===== src/design/first_fit_heap_stack_allocator_defines.svh =====
// ----------------------------------------------------------------------------
// Assertion macros for the first-fit heap and stack allocator
// Shared property forms used by the assertions at the end of the top level.
// ----------------------------------------------------------------------------
`ifndef FIRST_FIT_HEAP_STACK_ALLOCATOR_DEFINES_SVH
`define FIRST_FIT_HEAP_STACK_ALLOCATOR_DEFINES_SVH

// The consequent must hold in the same cycle as the antecedent.
`define FFHSA_ASSERT_NOW(lbl, ante, cons, msg) \
	lbl: assert property (@(posedge clk) disable iff (!arst_n) (ante) |-> (cons)) \
		else $error(msg);

// The consequent must hold in the cycle after the antecedent.
`define FFHSA_ASSERT_NEXT(lbl, ante, cons, msg) \
	lbl: assert property (@(posedge clk) disable iff (!arst_n) (ante) |=> (cons)) \
		else $error(msg);

`endif


===== src/design/ffhsa_pkg.sv =====
// ----------------------------------------------------------------------------
// ffhsa_pkg
// Types, widths and codes shared by the allocator controller and datapath.
// ----------------------------------------------------------------------------
`timescale 1ns / 1ps

package ffhsa_pkg;

	localparam int CFG_W     = 20;
	localparam int CFG_IDX_W = 2;
	localparam int ADDR_W    = 21;
	localparam int POS_W     = 22;
	localparam int LEN_W     = 16;
	localparam int ID_W      = 32;
	localparam int OP_W      = 2;
	localparam int ST_W      = 3;

	localparam int MAX_CHUNKS_D = 64;
	localparam int MAX_STACK_D  = 32;

	localparam logic [CFG_W-1:0] HEAP_RST  = 20'd65536;
	localparam logic [CFG_W-1:0] STACK_RST = 20'd16384;

	localparam logic [CFG_IDX_W-1:0] REG_HEAP  = 2'd0;
	localparam logic [CFG_IDX_W-1:0] REG_STACK = 2'd1;

	typedef enum logic [OP_W-1:0] {
		OP_ALLOC = 2'd0,
		OP_FREE  = 2'd1,
		OP_PUSH  = 2'd2,
		OP_POP   = 2'd3
	} op_t;

	typedef enum logic [ST_W-1:0] {
		ST_OK       = 3'd0,
		ST_NOSPACE  = 3'd1,
		ST_TBLFULL  = 3'd2,
		ST_UNKNOWN  = 3'd3,
		ST_STKEMPTY = 3'd4
	} st_t;

	// Datapath actions issued by the controller, one per cycle.
	typedef enum logic [3:0] {
		A_NONE,
		A_LOAD,
		A_SCAN,
		A_RD,
		A_MOVE,
		A_INS_PUT,
		A_REM_DONE,
		A_PUSH,
		A_SRD,
		A_POP,
		A_FAIL
	} act_t;

	typedef struct packed {
		act_t act;
		st_t  err;
	} cmd_t;

	typedef struct packed {
		op_t  op;
		logic tbl_full;
		logic stk_full;
		logic stk_empty;
		logic heap_fit;
		logic push_fit;
		logic match;
		logic gt;
	} stat_t;

endpackage


===== src/design/ffhsa_ctl.sv =====
// ----------------------------------------------------------------------------
// ffhsa_ctl
// Controller: sequences the scan, insert shift, remove shift and stack steps.
// ----------------------------------------------------------------------------
`timescale 1ns / 1ps

module ffhsa_ctl #(
	parameter int MAX_CHUNKS = ffhsa_pkg::MAX_CHUNKS_D,
	localparam int CW = $clog2(MAX_CHUNKS),
	localparam int HW = $clog2(MAX_CHUNKS + 1)
) (
	input  logic             clk,
	input  logic             arst_n,
	input  logic             start,
	output logic             busy,
	output logic             done,
	input  ffhsa_pkg::stat_t stat,
	input  logic [HW-1:0]    hn,
	input  logic [CW-1:0]    midx,
	output ffhsa_pkg::cmd_t  cmd,
	output logic [CW-1:0]    addr
);
	import ffhsa_pkg::*;

	localparam int XW = CW + 1;

	typedef enum logic [3:0] {
		S_IDLE, S_CHECK, S_SCAN, S_DRAIN, S_DECIDE,
		S_INS_RD, S_INS_WR, S_REM_RD, S_REM_WR, S_POP_RD, S_POP_WR
	} state_t;

	state_t        state_q, state_d;
	logic [CW-1:0] idx_q, idx_d;
	logic          fin;
	logic [XW-1:0] idx_inc;

	assign busy    = (state_q != S_IDLE);
	assign idx_inc = XW'(idx_q) + XW'(1);

	// The address bus carries the read address during the read steps:
	// the entry below the hole on insert, the entry above it on remove.
	always_comb begin
		addr = idx_q;
		if (state_q == S_INS_RD && idx_q != '0) begin
			addr = idx_q - CW'(1);
		end else if (state_q == S_REM_RD) begin
			addr = idx_inc[CW-1:0];
		end
	end

	always_comb begin
		state_d = state_q;
		idx_d   = idx_q;
		fin     = 1'b0;
		cmd     = '{act: A_NONE, err: ST_OK};
		unique case (state_q)
			S_IDLE: begin
				if (start) begin
					cmd.act = A_LOAD;
					state_d = S_CHECK;
				end
			end
			S_CHECK: begin
				idx_d = '0;
				unique case (stat.op)
					OP_ALLOC: begin
						if (stat.tbl_full) begin
							cmd = '{act: A_FAIL, err: ST_TBLFULL};
							fin = 1'b1;
						end else begin
							state_d = S_SCAN;
						end
					end
					OP_FREE: state_d = S_SCAN;
					OP_PUSH: begin
						if (stat.tbl_full || stat.stk_full) begin
							cmd = '{act: A_FAIL, err: ST_TBLFULL};
							fin = 1'b1;
						end else begin
							state_d = S_SCAN;
						end
					end
					OP_POP: begin
						if (stat.stk_empty) begin
							cmd = '{act: A_FAIL, err: ST_STKEMPTY};
							fin = 1'b1;
						end else begin
							state_d = S_POP_RD;
						end
					end
				endcase
			end
			S_SCAN: begin
				cmd.act = A_SCAN;
				if (idx_q == CW'(MAX_CHUNKS - 1)) begin
					state_d = S_DRAIN;
				end else begin
					idx_d = idx_q + CW'(1);
				end
			end
			S_DRAIN: state_d = S_DECIDE;
			S_DECIDE: begin
				unique case (stat.op)
					OP_ALLOC: begin
						if (stat.heap_fit) begin
							idx_d   = CW'(hn);
							state_d = S_INS_RD;
						end else begin
							cmd = '{act: A_FAIL, err: ST_NOSPACE};
							fin = 1'b1;
						end
					end
					OP_FREE: begin
						if (stat.match) begin
							idx_d   = midx;
							state_d = S_REM_RD;
						end else begin
							cmd = '{act: A_FAIL, err: ST_UNKNOWN};
							fin = 1'b1;
						end
					end
					OP_PUSH: begin
						if (stat.push_fit) begin
							cmd.act = A_PUSH;
						end else begin
							cmd = '{act: A_FAIL, err: ST_NOSPACE};
						end
						fin = 1'b1;
					end
					OP_POP: state_d = S_IDLE;
				endcase
			end
			S_INS_RD: begin
				if (idx_q == '0) begin
					cmd.act = A_INS_PUT;
					fin     = 1'b1;
				end else begin
					cmd.act = A_RD;
					state_d = S_INS_WR;
				end
			end
			S_INS_WR: begin
				if (stat.gt) begin
					cmd.act = A_MOVE;
					idx_d   = idx_q - CW'(1);
					state_d = S_INS_RD;
				end else begin
					cmd.act = A_INS_PUT;
					fin     = 1'b1;
				end
			end
			S_REM_RD: begin
				if (idx_inc >= XW'(hn)) begin
					cmd.act = A_REM_DONE;
					fin     = 1'b1;
				end else begin
					cmd.act = A_RD;
					state_d = S_REM_WR;
				end
			end
			S_REM_WR: begin
				cmd.act = A_MOVE;
				idx_d   = idx_inc[CW-1:0];
				state_d = S_REM_RD;
			end
			S_POP_RD: begin
				cmd.act = A_SRD;
				state_d = S_POP_WR;
			end
			S_POP_WR: begin
				cmd.act = A_POP;
				fin     = 1'b1;
			end
			default: state_d = S_IDLE;
		endcase
		if (fin) begin
			state_d = S_IDLE;
		end
	end

	always_ff @(posedge clk or negedge arst_n) begin
		if (!arst_n) begin
			state_q <= S_IDLE;
			idx_q   <= '0;
			done    <= 1'b0;
		end else begin
			state_q <= state_d;
			done    <= fin;
			idx_q   <= idx_d;
		end
	end

endmodule

===== config.mk =====
export PLATFORM = sky130hd
export DESIGN_NAME = ffhsa_ctl
export DESIGN_NICKNAME = d
export VERILOG_FILES = /design/src/design/first_fit_heap_stack_allocator_defines.svh /design/src/design/ffhsa_pkg.sv /design/src/design/ffhsa_ctl.sv
export SDC_FILE = /design/constraint.sdc
export NUM_CORES = 1
export LEC_CHECK = 0
export ABC_CLOCK_PERIOD_IN_PS = 2600
export BUFFER_PORTS_ARGS = -buffer_cell sky130_fd_sc_hd__clkbuf_2
export CAP_MARGIN = 20
export CORE_MARGIN = 5
export CORE_UTILIZATION = 54
export CTS_CLUSTER_DIAMETER = 150
export DETAILED_ROUTE_END_ITERATION = 10
export PLACE_DENSITY = 0.81
export SLEW_MARGIN = 25
export SYNTH_ARGS = -nofsm -noshare
export SYNTH_HDL_FRONTEND = slang
export SYNTH_SLANG_ARGS = --single-unit

===== constraint.sdc =====
create_clock -name clk -period 2.6 [get_ports clk]
set_input_delay 0.52 -clock clk [delete_from_list [all_inputs] [get_ports clk]]
set_output_delay 0.52 -clock clk [all_outputs]
set_load 0.005 [all_outputs]

After elaboration in Yosys (flattened, before gate mapping)
Cells that the tools add are included.
- div/mod/pow operators: 0
- $mul: 0
- magnitude comparators: 1
- reductions and logical operators: 10
- bitwise gates (word level): 0
- multiplexer cells: 48
- equal/unequal tests: 31
- shift-type cells: 0
- $add $sub $neg: 3
- operators by type and width (kind ; number):
    4-bit 2-to-1 mux ; 12
    4-bit case mux with 11 select lines ; 1
    7-bit case mux with 3 select lines ; 2
    4-bit case mux with 10 select lines ; 1
    6-bit 2-to-1 mux ; 6
    7-bit 2-to-1 mux ; 5
    6-bit case mux with 5 select lines ; 1
    3-bit != test (second input constant) ; 7
    4-bit != test (second input constant) ; 5
    4-bit by 3-bit == test with 1-bit output (second input constant) ; 4
    4-bit case mux with 4 select lines ; 1
    4-bit == test (second input constant) ; 3
    4-bit case mux with 3 select lines ; 1
    6-bit case mux with 2 select lines ; 1
    12-bit AND reduction ; 1
    1-bit 2-to-1 mux ; 11
    4-bit by 2-bit == test with 1-bit output (second input constant) ; 2
    6-bit by 1-bit adder with 7-bit output (second input constant) ; 1
    7-bit greater-or-equal comparator ; 1
    6-bit by 1-bit adder with 6-bit output (second input constant) ; 1
    6-bit == test (second input constant) ; 1
    6-bit zero test ; 1
    3-bit 2-to-1 mux ; 2
    2-bit != test (second input constant) ; 3
    other kinds (17) ; 19
- RAM bits: 0
- memories: 0
- output and inout port bits: 15
- register bits: 11
- logic and storage cells: 96
- bits in read-only memories: 0
- input port bits: 25
- bits in latches: 0

Depth between registers and ports, before layout
Gate-level depths: netlist (run 1).
- depth in word-level cells: 6
- gate-level depth with buffers: 10
- depth with buffers taken out: 9

Worst setup path after synthesis (run 1)
Ideal clock, no wire load.
- kind: register -> output
- start point: register idx_q[0]
- end point: output cmd[5] in the netlist's numbering
- arrival: 1.887 ns
- path buffers: 0
- cell stages (with the launch flop): 9
- slack: 0.193 ns
- cells stage by stage: dfrtp_1 > ha_1 > and3_1 > and3_1 > ha_1 > nand2_1 > nor2_1 > a32oi_1 > o221ai_1
- RTL lines (element ; line ; text):
    start: declaration ; ffhsa_ctl.sv:33 ; logic [CW-1:0] idx_q, idx_d;
    start signal: assignment ; ffhsa_ctl.sv:189 ; idx_q <= idx_d;
    end: declaration ; ffhsa_ctl.sv:20 ; output ffhsa_pkg::cmd_t cmd,

==> reports/results.tsv, run 1 <==
stage	metric	value	unit
status	status	complete, but fails checks	
status	failing checks	negative setup slack	
routing	wirelength, routed	5530	um
worst_setup_path	Crit Path Class	flop to primary output	
synthesis	syn_nets	246	
timing	fin crit share	1.10	
floorplanning	die width	64.5	um
synthesis	Mapped Avg Cell Area	7.61	sq um
cells_and_area	post-route cell area	0.00216	sq mm
synthesis	Ys Warns	0	
routing	Via density	6.74	
global_routing	GRT overflow	0	
synthesis	Post-synth EDFFs	0	
timing	Peak Freq	0.351	GHz
synthesis	Seq/Total Area, Yosys	0.171	
clock_tree	Root Buffer	clkbuf_4	
run	MaxCap Viol Count	0	
power_and_ir_drop	static leakage	0.968	nW
worst_setup_path	Worst Path Arrival	2.33	ns
placed_design	routability cong.	0.937	
cells_and_area	Inserted Diodes	0	
timing	Pins Over Slew Limit	0	
synthesis	#FFs+latches synth	11	
global_routing	number of antenna violations at the first check in global routing	0	
routing	Antenna Nets Post-Route	0	
clock_tree	CTS tree	yes	
clock_tree	TritonCTS Sinks	11	
floorplanning	IO Pins	40	
routing	First-pass DRT Iterations	6	
routing	drt wl/cell	18.6	um
routing	DRC	0	
worst_setup_path	RR Endpoint	state_q[0]$_DFFE_PN0P_	
clock_tree	Clock Pin Slew Worst Setup and Hold Paths	0.07	ns
timing	Slew HR	0.629	
power_and_ir_drop	Tot Pwr	0.00261	W
routing	overall via count from detail_route	2010	
floorplanning	die height	64.5	um
floorplanning	die area	0.00417	sq mm
worst_setup_path	CP Data Required Time	2.08	ns
placed_design	placed instance area	0.00190	sq mm
worst_setup_path	FF-to-FF path depth	13	
global_routing	first-pass GRT wire length	8180	um
power_and_ir_drop	Worst IR Drop VDD	0.000616	V
placed_design	IO buf count	39	
global_routing	vias in the first global route	1819	
clock_tree	hold buffers post-CTS	0	
synthesis	Synth cell types	58	
synthesis	Post-Syn Instances	211	
timing	Setup WS post-layout	-0.250	ns
synthesis	mapped cell area	0.00161	sq mm
worst_setup_path	crit start category	flop	
cells_and_area	Area Overhead vs Synth	34.6	%
worst_hold_path	min-delay worst type	input port to asynchronous set/reset pin	
placed_design	dpl cells	284	
worst_setup_path	Reg-to-Reg Start	idx_q[0]$_DFFE_PN0P_	
global_routing	GRT Total Usage	0.246	
routing	starting DRC count in detailed routing	216	
clock_tree	clock buffer depth	2	
power_and_ir_drop	Cell Pwr Density	1210	mW/mm^2
timing	min Tclk post-route	2.85	ns
clock_tree	H-tree levels	1	
placed_design	pre-CTS WS	0.00916	ns
timing	RSZ-0062 raised after global routing	true	
clock_tree	cts bufs inserted	3	
worst_setup_path	Critical-path top delay cell	dfrtp_2	
floorplanning	Core Footprint	0.00281	sq mm
worst_setup_path	Max FO, Critical Path	5	
timing	Slew @ Worst Pin	0.542	ns
clock_tree	worst-skew pair later-pin latency	0.27	ns
timing	clk_skew	0.00228	ns
synthesis	ys flop type	dfrtp_1	
cells_and_area	fin nets	303	
floorplanning	Initial Util	0.573	
global_routing	largest net degree at the start of global routing	14	
placed_design	hpwl dp	3800	um
worst_setup_path	flop2flop setup slack	0.02	ns
timing	Final Hold Viols	0	
floorplanning	Std-Cell Rows	19	
synthesis	Async SR Flop Fraction	1.00	
worst_setup_path	worst path cell trace	ha_4, buf_6, xor2_2, ha_1, nand2_1, o21ai_2, nand3_1, a21oi_1, o221ai_1, buf_2	
worst_setup_path	CP max stage delay	0.45	ns
cells_and_area	final std cells w/o fill	298	
worst_setup_path	Critical Path Sink Type	primary output	
timing	Final Setup Violations	2	
cells_and_area	share of layout cells above drive strength 1	0.419	
==> through the flow <==
step | utilization | TNS (ns) | hold slack, ns
3_5_place_dp | 0.676 | 0 | 0.405
4_1_cts | 0.725 | -0.641 | 0.118
6_report | 0.771 | -0.388 | 0.115
2_1_floorplan | - | 0 | 0.224
3_3_place_gp | 0.676 | 0 | 0.401
5_1_grt | 0.771 | -1.11 | 0.113
==> what timing repair did <==
action / 4_1_cts / 5_1_grt
buffers inserted: 7 / 4
endpoints found under the hold margin: 0 / 0
resized for setup: 11 / 26
pin swaps: 7 / 16
endpoints found under the setup margin: 5 / 13
==> kinds of logic (layout without fill, tap and decap cells) <==
group,Yosys count,count (layout),synth area share
muxes,9,9,0.0576
DFF,11,11,0.171
buffers and inverters,27,83,0.0771
xor gates and xnor gates,12,12,0.0654
adders and majority gates,10,10,0.0779
AOI/OAI and AO/OA,69,69,0.315
and+or+nand+nor,73,73,0.236
==> layer usage <==
layer,GRT usage,up-vias,share of wire
met4,0.0712,0,0.034
met5,0,-,0
met1,0.294,951,0.37
met2,0.460,128,0.53
li1,-,899,-
met3,0.0311,32,0.073
==> where the power goes <==
part	switching, W	internal [W]
Clock	0.0000568	0.0000594
Combinational	0.00113	0.000962
Sequential	0.000155	0.000249
Total	0.00134	0.00127
==> registers in the layout (all words and copies together), names as in the netlist <==
register and count:
idx_q 6, state_q 4, done 1
==> critical path, delay by kind of cell, from the launching register on <==
| kind | cells | cell delay, ns |
|---|---|---|
| AOI/OAI and AO/OA | 3 | 0.51 |
| xor gates and xnor gates | 1 | 0.15 |
| adders and majority gates | 2 | 0.50 |
| buffers and inverters | 2 | 0.28 |
| DFF | 1 | 0.45 |
| and+or+nand+nor | 2 | 0.17 |
==> how the worst max path moves through the flow <==
| stage | start | endpoint | slack, ns |
|---|---|---|---|
| floorplan | idx_q[0]$_DFFE_PN0P_ | cmd[5] | 0.19 |
| global placement | idx_q[0]$_DFFE_PN0P_ | cmd[5] | 0.11 |
| detailed placement | idx_q[0]$_DFFE_PN0P_ | cmd[5] | 0.009 |
| CTS | idx_q[1]$_DFFE_PN0P_ | cmd[5] | -0.15 |
| global route | idx_q[1]$_DFFE_PN0P_ | cmd[3] | -0.39 |
| finish | idx_q[1]$_DFFE_PN0P_ | cmd[3] | -0.25 |
==> area by class of cell <==
| type | count | area (sq um) |
|---|---|---|
| clock buffer | 4 | 26.3 |
| multi-input combinational | 173 | 1360 |
| tap | 31 | 38.8 |
| inverter | 12 | 45.0 |
| fill | 196 | 643 |
| timing repair buffer | 67 | 409 |
| sequential | 11 | 279 |
==> Yosys cell counts (2+ instances only) <==
master / n / area (sq um)
a211oi_1: 2 / 15.0
a21o_1: 3 / 22.5
a21oi_1: 17 / 85.1
a22o_1: 2 / 17.5
a22oi_1: 5 / 37.5
a32oi_1: 3 / 26.3
and3_1: 3 / 18.8
buf_2: 8 / 40.0
clkbuf_1: 3 / 11.3
dfrtp_1: 11 / 275
ha_1: 10 / 125
inv_1: 10 / 37.5
inv_2: 2 / 7.51
mux2i_1: 7 / 70.1
nand2_1: 18 / 67.6
nand2b_1: 3 / 18.8
nand3_1: 6 / 30.0
nor2_1: 18 / 67.6
nor2b_1: 5 / 31.3
nor3_1: 4 / 20.0
nor3_2: 3 / 30.0
nor3b_1: 3 / 22.5
o21ai_0: 8 / 40.0
o21ai_2: 2 / 17.5
o221ai_1: 5 / 43.8
o22ai_1: 3 / 18.8
o2bb2ai_1: 3 / 26.3
o31a_1: 2 / 17.5
o32ai_1: 2 / 17.5
or3_1: 2 / 12.5
xnor2_1: 8 / 70.1
xor2_1: 4 / 35.0
==> placed cells by master, fill, tap and decap left out, types with 5 or more instances in the layout <==
cell type	netlist	layout
ha_1	10	6
inv_1	10	8
nor2_1	18	15
o221ai_1	5	5
a21oi_1	17	14
buf_4	1	27
dfrtp_1	11	8
xnor2_1	8	8
nand3_1	6	6
o21ai_0	8	6
clkbuf_2	1	37
nand2_1	18	16
mux2i_1	7	7
No activity file was read; power rests on OpenSTA's default activity.
==> run 2: changes to the inputs <==
--- a/config.mk
+++ b/config.mk
@@ -12,6 +12,7 @@
 export CORE_UTILIZATION = 54
 export CTS_CLUSTER_DIAMETER = 150
 export DETAILED_ROUTE_END_ITERATION = 10
+export HOLD_SLACK_MARGIN = 0.12
 export PLACE_DENSITY = 0.81
 export SLEW_MARGIN = 25
 export SYNTH_ARGS = -nofsm -noshare
==> run 2 against run 1 <==
  * The run still ends with negative setup slack left
  * Cell count up 0.34%
  * Flip-flop and latch count unchanged
  * Global-route usage increased by 0.073 points
  * Via count down 1.2%
  * Power up 0.44%
  * Setup slack worse by 0.014 ns
  * Register-to-register slack about the same
  * Final area grew 0.46%
  * Largest cell class unchanged
  * Highest routed layer unchanged
==> reports/results.tsv, run 2 (synthesis results as in run 1) <==
stage	metric	value	unit
status	status	complete, but fails checks	
status	failing checks	negative setup slack	
worst_hold_path	min-delay worst type	input port to asynchronous set/reset pin	
worst_setup_path	Critical Path Sink Type	primary output	
global_routing	GRT Total Usage	0.247	
routing	wirelength, routed	5600	um
timing	RSZ-0062 raised after global routing	true	
worst_setup_path	crit start category	flop	
clock_tree	TritonCTS Sinks	11	
timing	min Tclk post-route	2.86	ns
worst_setup_path	CP Data Required Time	2.08	ns
clock_tree	CTS tree	yes	
cells_and_area	Inserted Diodes	0	
cells_and_area	share of layout cells above drive strength 1	0.418	
worst_setup_path	CP endpoint	cmd[3]	
timing	fin crit share	1.10	
placed_design	routability cong.	0.937	
worst_setup_path	Crit. path cell count	10	
worst_setup_path	Crit Path Class	flop to primary output	
worst_setup_path	Max FO, Critical Path	5	
placed_design	pre-CTS WS	0.00916	ns
floorplanning	Std-Cell Rows	19	
cells_and_area	post-route cell area	0.00217	sq mm
routing	overall via count from detail_route	1986	
power_and_ir_drop	Worst IR Drop VDD	0.000621	V
global_routing	vias in the first global route	1824	
worst_setup_path	CP max stage delay	0.45	ns
cells_and_area	most common cell after layout, fill and taps aside	clkbuf_2	
floorplanning	die area	0.00417	sq mm
timing	setup TNS	-0.405	ns
routing	Via density	6.64	
floorplanning	die height	64.5	um
routing	Antenna Nets Post-Route	0	
placed_design	hpwl dp	3800	um
worst_setup_path	Reg-to-Reg Start	idx_q[1]$_DFFE_PN0P_	
worst_setup_path	flop2flop setup slack	0.01	ns
timing	Final Setup Violations	2	
cells_and_area	commonest cells after routing, fill and taps aside	clkbuf_2, buf_4, nand2_1	
worst_setup_path	CP delay by family, top	adder cells	
worst_setup_path	FF-to-FF path depth	13	
timing	Slew HR	0.626	
worst_setup_path	worst path cell trace	ha_4, buf_6, xor2_2, ha_1, nand2_1, o21ai_2, nand3_1, a21oi_1, o221ai_1, buf_2	
clock_tree	Clock Pin Slew Worst Setup and Hold Paths	0.07	ns
worst_setup_path	Worst Path Arrival	2.34	ns
run	MaxCap Viol Count	0	
placed_design	placed instance area	0.00190	sq mm
routing	starting DRC count in detailed routing	250	
routing	DRC	0	
power_and_ir_drop	static leakage	0.972	nW
timing	clk_skew	0.00403	ns
cells_and_area	top flop regs	idx_q (6), state_q (4), done (1)	
floorplanning	Core Footprint	0.00281	sq mm
clock_tree	clock buffer depth	2	
cells_and_area	Top reg by flops	idx_q	
worst_setup_path	Critical-path top delay cell	dfrtp_2	
cells_and_area	max FFs per register	6	
timing	Pins Over Slew Limit	0	
global_routing	first-pass GRT wire length	8200	um
cells_and_area	fin nets	304	
clock_tree	Root Buffer	clkbuf_4	
clock_tree	worst-skew pair later-pin latency	0.27	ns
global_routing	GRT overflow	0	
placed_design	IO buf count	39	
floorplanning	IO Pins	40	
floorplanning	Initial Util	0.573	
worst_setup_path	CP bufs+invs	2	
timing	Setup WS post-layout	-0.264	ns
routing	First-pass DRT Iterations	5	
floorplanning	die width	64.5	um
timing	Slew @ Worst Pin	0.547	ns
power_and_ir_drop	Tot Pwr	0.00262	W
timing	Final Hold Viols	0	
worst_setup_path	CP Launch Point	idx_q[1]$_DFFE_PN0P_	
timing	Peak Freq	0.349	GHz
cells_and_area	Area Overhead vs Synth	35.2	%
global_routing	number of antenna violations at the first check in global routing	0	
power_and_ir_drop	Cell Pwr Density	1210	mW/mm^2
routing	drt wl/cell	18.7	um
global_routing	largest net degree at the start of global routing	14	
clock_tree	cts bufs inserted	3	
clock_tree	H-tree levels	1	
worst_setup_path	RR Endpoint	state_q[0]$_DFFE_PN0P_	
==> run 2: worst reg2reg max path, delay by kind of cell, from the launching register on <==
kind | cells | cell delay [ns]
buffers and inverters | 5 | 0.61
AOI/OAI and AO/OA | 4 | 0.53
and+or+nand+nor | 1 | 0.26
DFF | 1 | 0.45
xor gates and xnor gates | 1 | 0.15
adders and majority gates | 2 | 0.50
==> run 2: where the power goes <==
| group | internal [W] | total, W | switching, W |
|---|---|---|---|
| clock network | 0.0000594 | 0.000115 | 0.0000557 |
| logic | 0.000963 | 0.00210 | 0.00114 |
| registers | 0.000249 | 0.000406 | 0.000157 |
==> run 2: worst min-delay path by stage <==
| stage | to | slack (ns) | cells after the start |
|---|---|---|---|
| after floorplan | done$_DFF_PN0_ | 0.22 | 0 |
| after global placement | idx_q[4]$_DFFE_PN0P_ | 0.40 | 1 |
| after detailed placement | idx_q[4]$_DFFE_PN0P_ | 0.41 | 1 |
| after CTS | idx_q[4]$_DFFE_PN0P_ | 0.66 | 2 |
| after global routing | done$_DFF_PN0_ | 0.69 | 2 |
| final | idx_q[5]$_DFFE_PN0P_ | 0.65 | 2 |
==> run 2: area by class of cell <==
| class | instances | area (sq um) |
|---|---|---|
| Multi-Input combinational cell | 173 | 1360 |
| Fill cell | 194 | 633 |
| Timing Repair Buffer | 68 | 419 |
| Sequential cell | 11 | 279 |
| Inverter | 12 | 45.0 |
| Tap cell | 31 | 38.8 |
| Clock buffer | 4 | 26.3 |
==> run 2: per-stage QoR <==
stage,instances,hold WS (ns),utilization
2_1_floorplan,211,0.224,-
3_3_place_gp,284,0.401,0.676
3_5_place_dp,284,0.405,0.676
4_1_cts,296,0.658,0.729
5_1_grt,299,0.688,0.774
6_report,299,0.652,0.774
==> run 2: layer usage <==
| layer | wire length [um] | part of all wire | track usage | up-vias |
|---|---|---|---|---|
| met5 | 0 | 0 | 0 | - |
| met4 | 190 | 0.034 | 0.0712 | 0 |
| met3 | 498 | 0.089 | 0.0311 | 28 |
| met2 | 2890 | 0.52 | 0.461 | 135 |
| met1 | 2030 | 0.36 | 0.295 | 921 |
| li1 | - | - | - | 902 |
==> run 2: what timing repair did <==
item,in CTS,in global routing
setup buffers,7,4
setup endpoints to repair,5,13
gates resized for setup,11,26
hold buffers,1,0
pin swaps,7,16
hold endpoints to repair,9,0
==> run 3: changes to the inputs <==
--- a/config.mk
+++ b/config.mk
@@ -6,15 +6,18 @@
 export NUM_CORES = 1
 export LEC_CHECK = 0
 export ABC_CLOCK_PERIOD_IN_PS = 2600
-export BUFFER_PORTS_ARGS = -buffer_cell sky130_fd_sc_hd__clkbuf_2
+export BUFFER_PORTS_ARGS = -buffer_cell sky130_fd_sc_hd__buf_4
 export CAP_MARGIN = 20
+export CELL_PAD_IN_SITES_DETAIL_PLACEMENT = 1
+export CELL_PAD_IN_SITES_GLOBAL_PLACEMENT = 1
 export CORE_MARGIN = 5
-export CORE_UTILIZATION = 54
+export CORE_UTILIZATION = 39
 export CTS_CLUSTER_DIAMETER = 150
 export DETAILED_ROUTE_END_ITERATION = 10
 export HOLD_SLACK_MARGIN = 0.12
-export PLACE_DENSITY = 0.81
+export PLACE_DENSITY_LB_ADDON = 0.1
 export SLEW_MARGIN = 25
 export SYNTH_ARGS = -nofsm -noshare
 export SYNTH_HDL_FRONTEND = slang
 export SYNTH_SLANG_ARGS = --single-unit
+export TNS_END_PERCENT = 10
==> run 3 against run 2 <==
  * The run still ends with negative setup slack left
  * Clock skew grew 0.0020 ns
  * Critical path depth shrank 1
  * Clock-buffer cell count is the same
  * Sequential power shrank 1%
  * Cell count grew 9.4%
  * Highest routed layer unchanged
==> reports/results.tsv, run 3 (synthesis results as in run 1) <==
stage	metric	value	unit
power_and_ir_drop	Tot Pwr	0.00320	W
cells_and_area	top flop regs	idx_q (6), state_q (4), done (1)	
timing	min Tclk post-route	2.83	ns
cells_and_area	most common cell after layout, fill and taps aside	buf_4	
clock_tree	cts bufs inserted	3	
cells_and_area	max FFs per register	6	
floorplanning	IO Pins	40	
worst_setup_path	flop2flop setup slack	-0.12	ns
clock_tree	CTS tree	yes	
status	failing checks	negative setup slack	
worst_setup_path	CP delay by family, top	simple AND/OR/NAND/NOR gates	
worst_setup_path	Critical Path Sink Type	primary output	
worst_setup_path	Max FO, Critical Path	4	
placed_design	routability cong.	0.936	
floorplanning	Core Footprint	0.00400	sq mm
clock_tree	clock buffer depth	2	
timing	Pins Over Slew Limit	0	
worst_setup_path	worst path cell trace	ha_4, and3_4, and3_4, ha_4, a21oi_1, o21ai_0, nand2_1, o221ai_1, buf_4	
routing	DRC	0	
global_routing	GRT Total Usage	0.265	
cells_and_area	Top reg by flops	idx_q	
routing	starting DRC count in detailed routing	95	
power_and_ir_drop	Cell Pwr Density	1300	mW/mm^2
power_and_ir_drop	static leakage	1.07	nW
worst_setup_path	Reg-to-Reg Start	idx_q[1]$_DFFE_PN0P_	
placed_design	hpwl dp	4790	um
timing	RSZ-0062 raised after global routing	true	
clock_tree	Root Buffer	clkbuf_8	
worst_setup_path	CP Data Required Time	2.08	ns
worst_setup_path	Worst Path Arrival	2.31	ns
timing	Peak Freq	0.354	GHz
global_routing	number of antenna violations at the first check in global routing	0	
global_routing	largest net degree at the start of global routing	19	
cells_and_area	Inserted Diodes	0	
clock_tree	TritonCTS Sinks	11	
clock_tree	Clock Pin Slew Worst Setup and Hold Paths	0.05	ns
cells_and_area	Fillers	488	
worst_setup_path	Critical-path top delay cell	dfrtp_2	
timing	Slew HR	0.597	
cells_and_area	commonest cells after routing, fill and taps aside	buf_4, nor2_1, nand2_1	
worst_setup_path	CP bufs+invs	1	
routing	drt wl/cell	23.3	um
routing	wirelength, routed	7600	um
global_routing	first-pass GRT wire length	11100	um
timing	Final Hold Slack	0.653	ns
routing	First-pass DRT Iterations	4	
status	status	complete, but fails checks	
cells_and_area	share of layout cells above drive strength 1	0.444	
timing	Slew @ Worst Pin	0.602	ns
clock_tree	worst-skew pair later-pin latency	0.24	ns
floorplanning	die width	74.2	um
worst_setup_path	Crit Path Class	flop to primary output	
routing	Antenna Nets Post-Route	0	
clock_tree	H-tree levels	1	
floorplanning	die area	0.00550	sq mm
timing	Final Setup Violations	9	
worst_hold_path	min-delay worst type	input port to asynchronous set/reset pin	
placed_design	placed instance area	0.00205	sq mm
cells_and_area	register area	278	sq um
timing	fin crit share	1.09	
worst_setup_path	CP max stage delay	0.45	ns
cells_and_area	area of the multi-input gates	0.00143	sq mm
timing	Setup WS post-layout	-0.228	ns
run	MaxCap Viol Count	0	
global_routing	vias in the first global route	2197	
placed_design	dpl cells	307	
cells_and_area	fin nets	313	
floorplanning	die height	74.2	um
timing	clk_skew	0.00602	ns
floorplanning	Initial Util	0.402	
worst_setup_path	CP Launch Point	idx_q[1]$_DFFE_PN0P_	
timing	setup TNS	-0.883	ns
worst_setup_path	crit start category	flop	
cells_and_area	post-route cell area	0.00247	sq mm
cells_and_area	final std cells w/o fill	327	
global_routing	GRT overflow	0	
power_and_ir_drop	Worst IR Drop VDD	0.000558	V
timing	Final Hold Viols	0	
routing	Via density	6.21	
routing	overall via count from detail_route	2031	
placed_design	IO buf count	39	
cells_and_area	Area Overhead vs Synth	53.5	%
floorplanning	Std-Cell Rows	23	
==> run 3: routing by layer <==
| metal | global-route usage | vias up | share of wire | wire length, um |
|---|---|---|---|---|
| met5 | 0 | - | 0 | 0 |
| li1 | - | 911 | - | - |
| met4 | 0.0966 | 0 | 0.042 | 322 |
| met3 | 0.0446 | 28 | 0.048 | 364 |
| met2 | 0.486 | 87 | 0.53 | 4000 |
| met1 | 0.308 | 1005 | 0.38 | 2920 |
==> run 3: power breakdown <==
group | internal (W) | total (W) | leakage (nW) | switching (W)
combinational | 0.00124 | 0.00262 | 0.902 | 0.00139
clock | 0.000108 | 0.000174 | 0.0228 | 0.0000663
sequential | 0.000249 | 0.000400 | 0.144 | 0.000151
==> run 3: final cells by class <==
type	instances	share of cell area
Multi-Input combinational cell	173	0.581
Timing Repair Buffer	77	0.245
Sequential cell	11	0.113
Tap cell	50	0.0254
Clock buffer	4	0.0183
Inverter	12	0.0183
==> run 3: worst reg2reg max path: stages (launching register included) <==
cell	delay (ns)
dfrtp_2	0.45
ha_4	0.19
and3_4	0.20
xor2_4	0.16
ha_4	0.29
nand2_2	0.07
nor2_2	0.16
a32oi_2	0.13
buf_4	0.15
buf_6	0.11
buf_6	0.10
o211ai_1	0.34
buf_4	0.20
a211oi_1	0.04
==> run 3: worst paths after layout <==
path	to	depth (start not counted)
max in group asynchronous	state_q[0]$_DFFE_PN0P_	2
hold / removal	idx_q[5]$_DFFE_PN0P_	2
setup / recovery	cmd[5]	9
hold reg to reg	idx_q[1]$_DFFE_PN0P_	2
min in group clk	idx_q[1]$_DFFE_PN0P_	2
setup reg to reg	state_q[3]$_DFFE_PN0P_	13
==> run 3: per-stage QoR <==
step | util | setup slack (ns)
final | 0.617 | -0.228
after global placement | 0.512 | 0.0262
after detailed placement | 0.512 | -0.0216
after global routing | 0.617 | -0.323
after CTS | 0.577 | -0.0791
after floorplan | - | 0.193
==> run 3: repair_timing <==
action / 4_1_cts / 5_1_grt
endpoints found under the setup margin: 4 / 12
hold buffers: 1 / 0
hold endpoints to repair: 11 / 0
pin swaps: 10 / 18
gates resized for setup: 20 / 25
setup buffers: 10 / 5
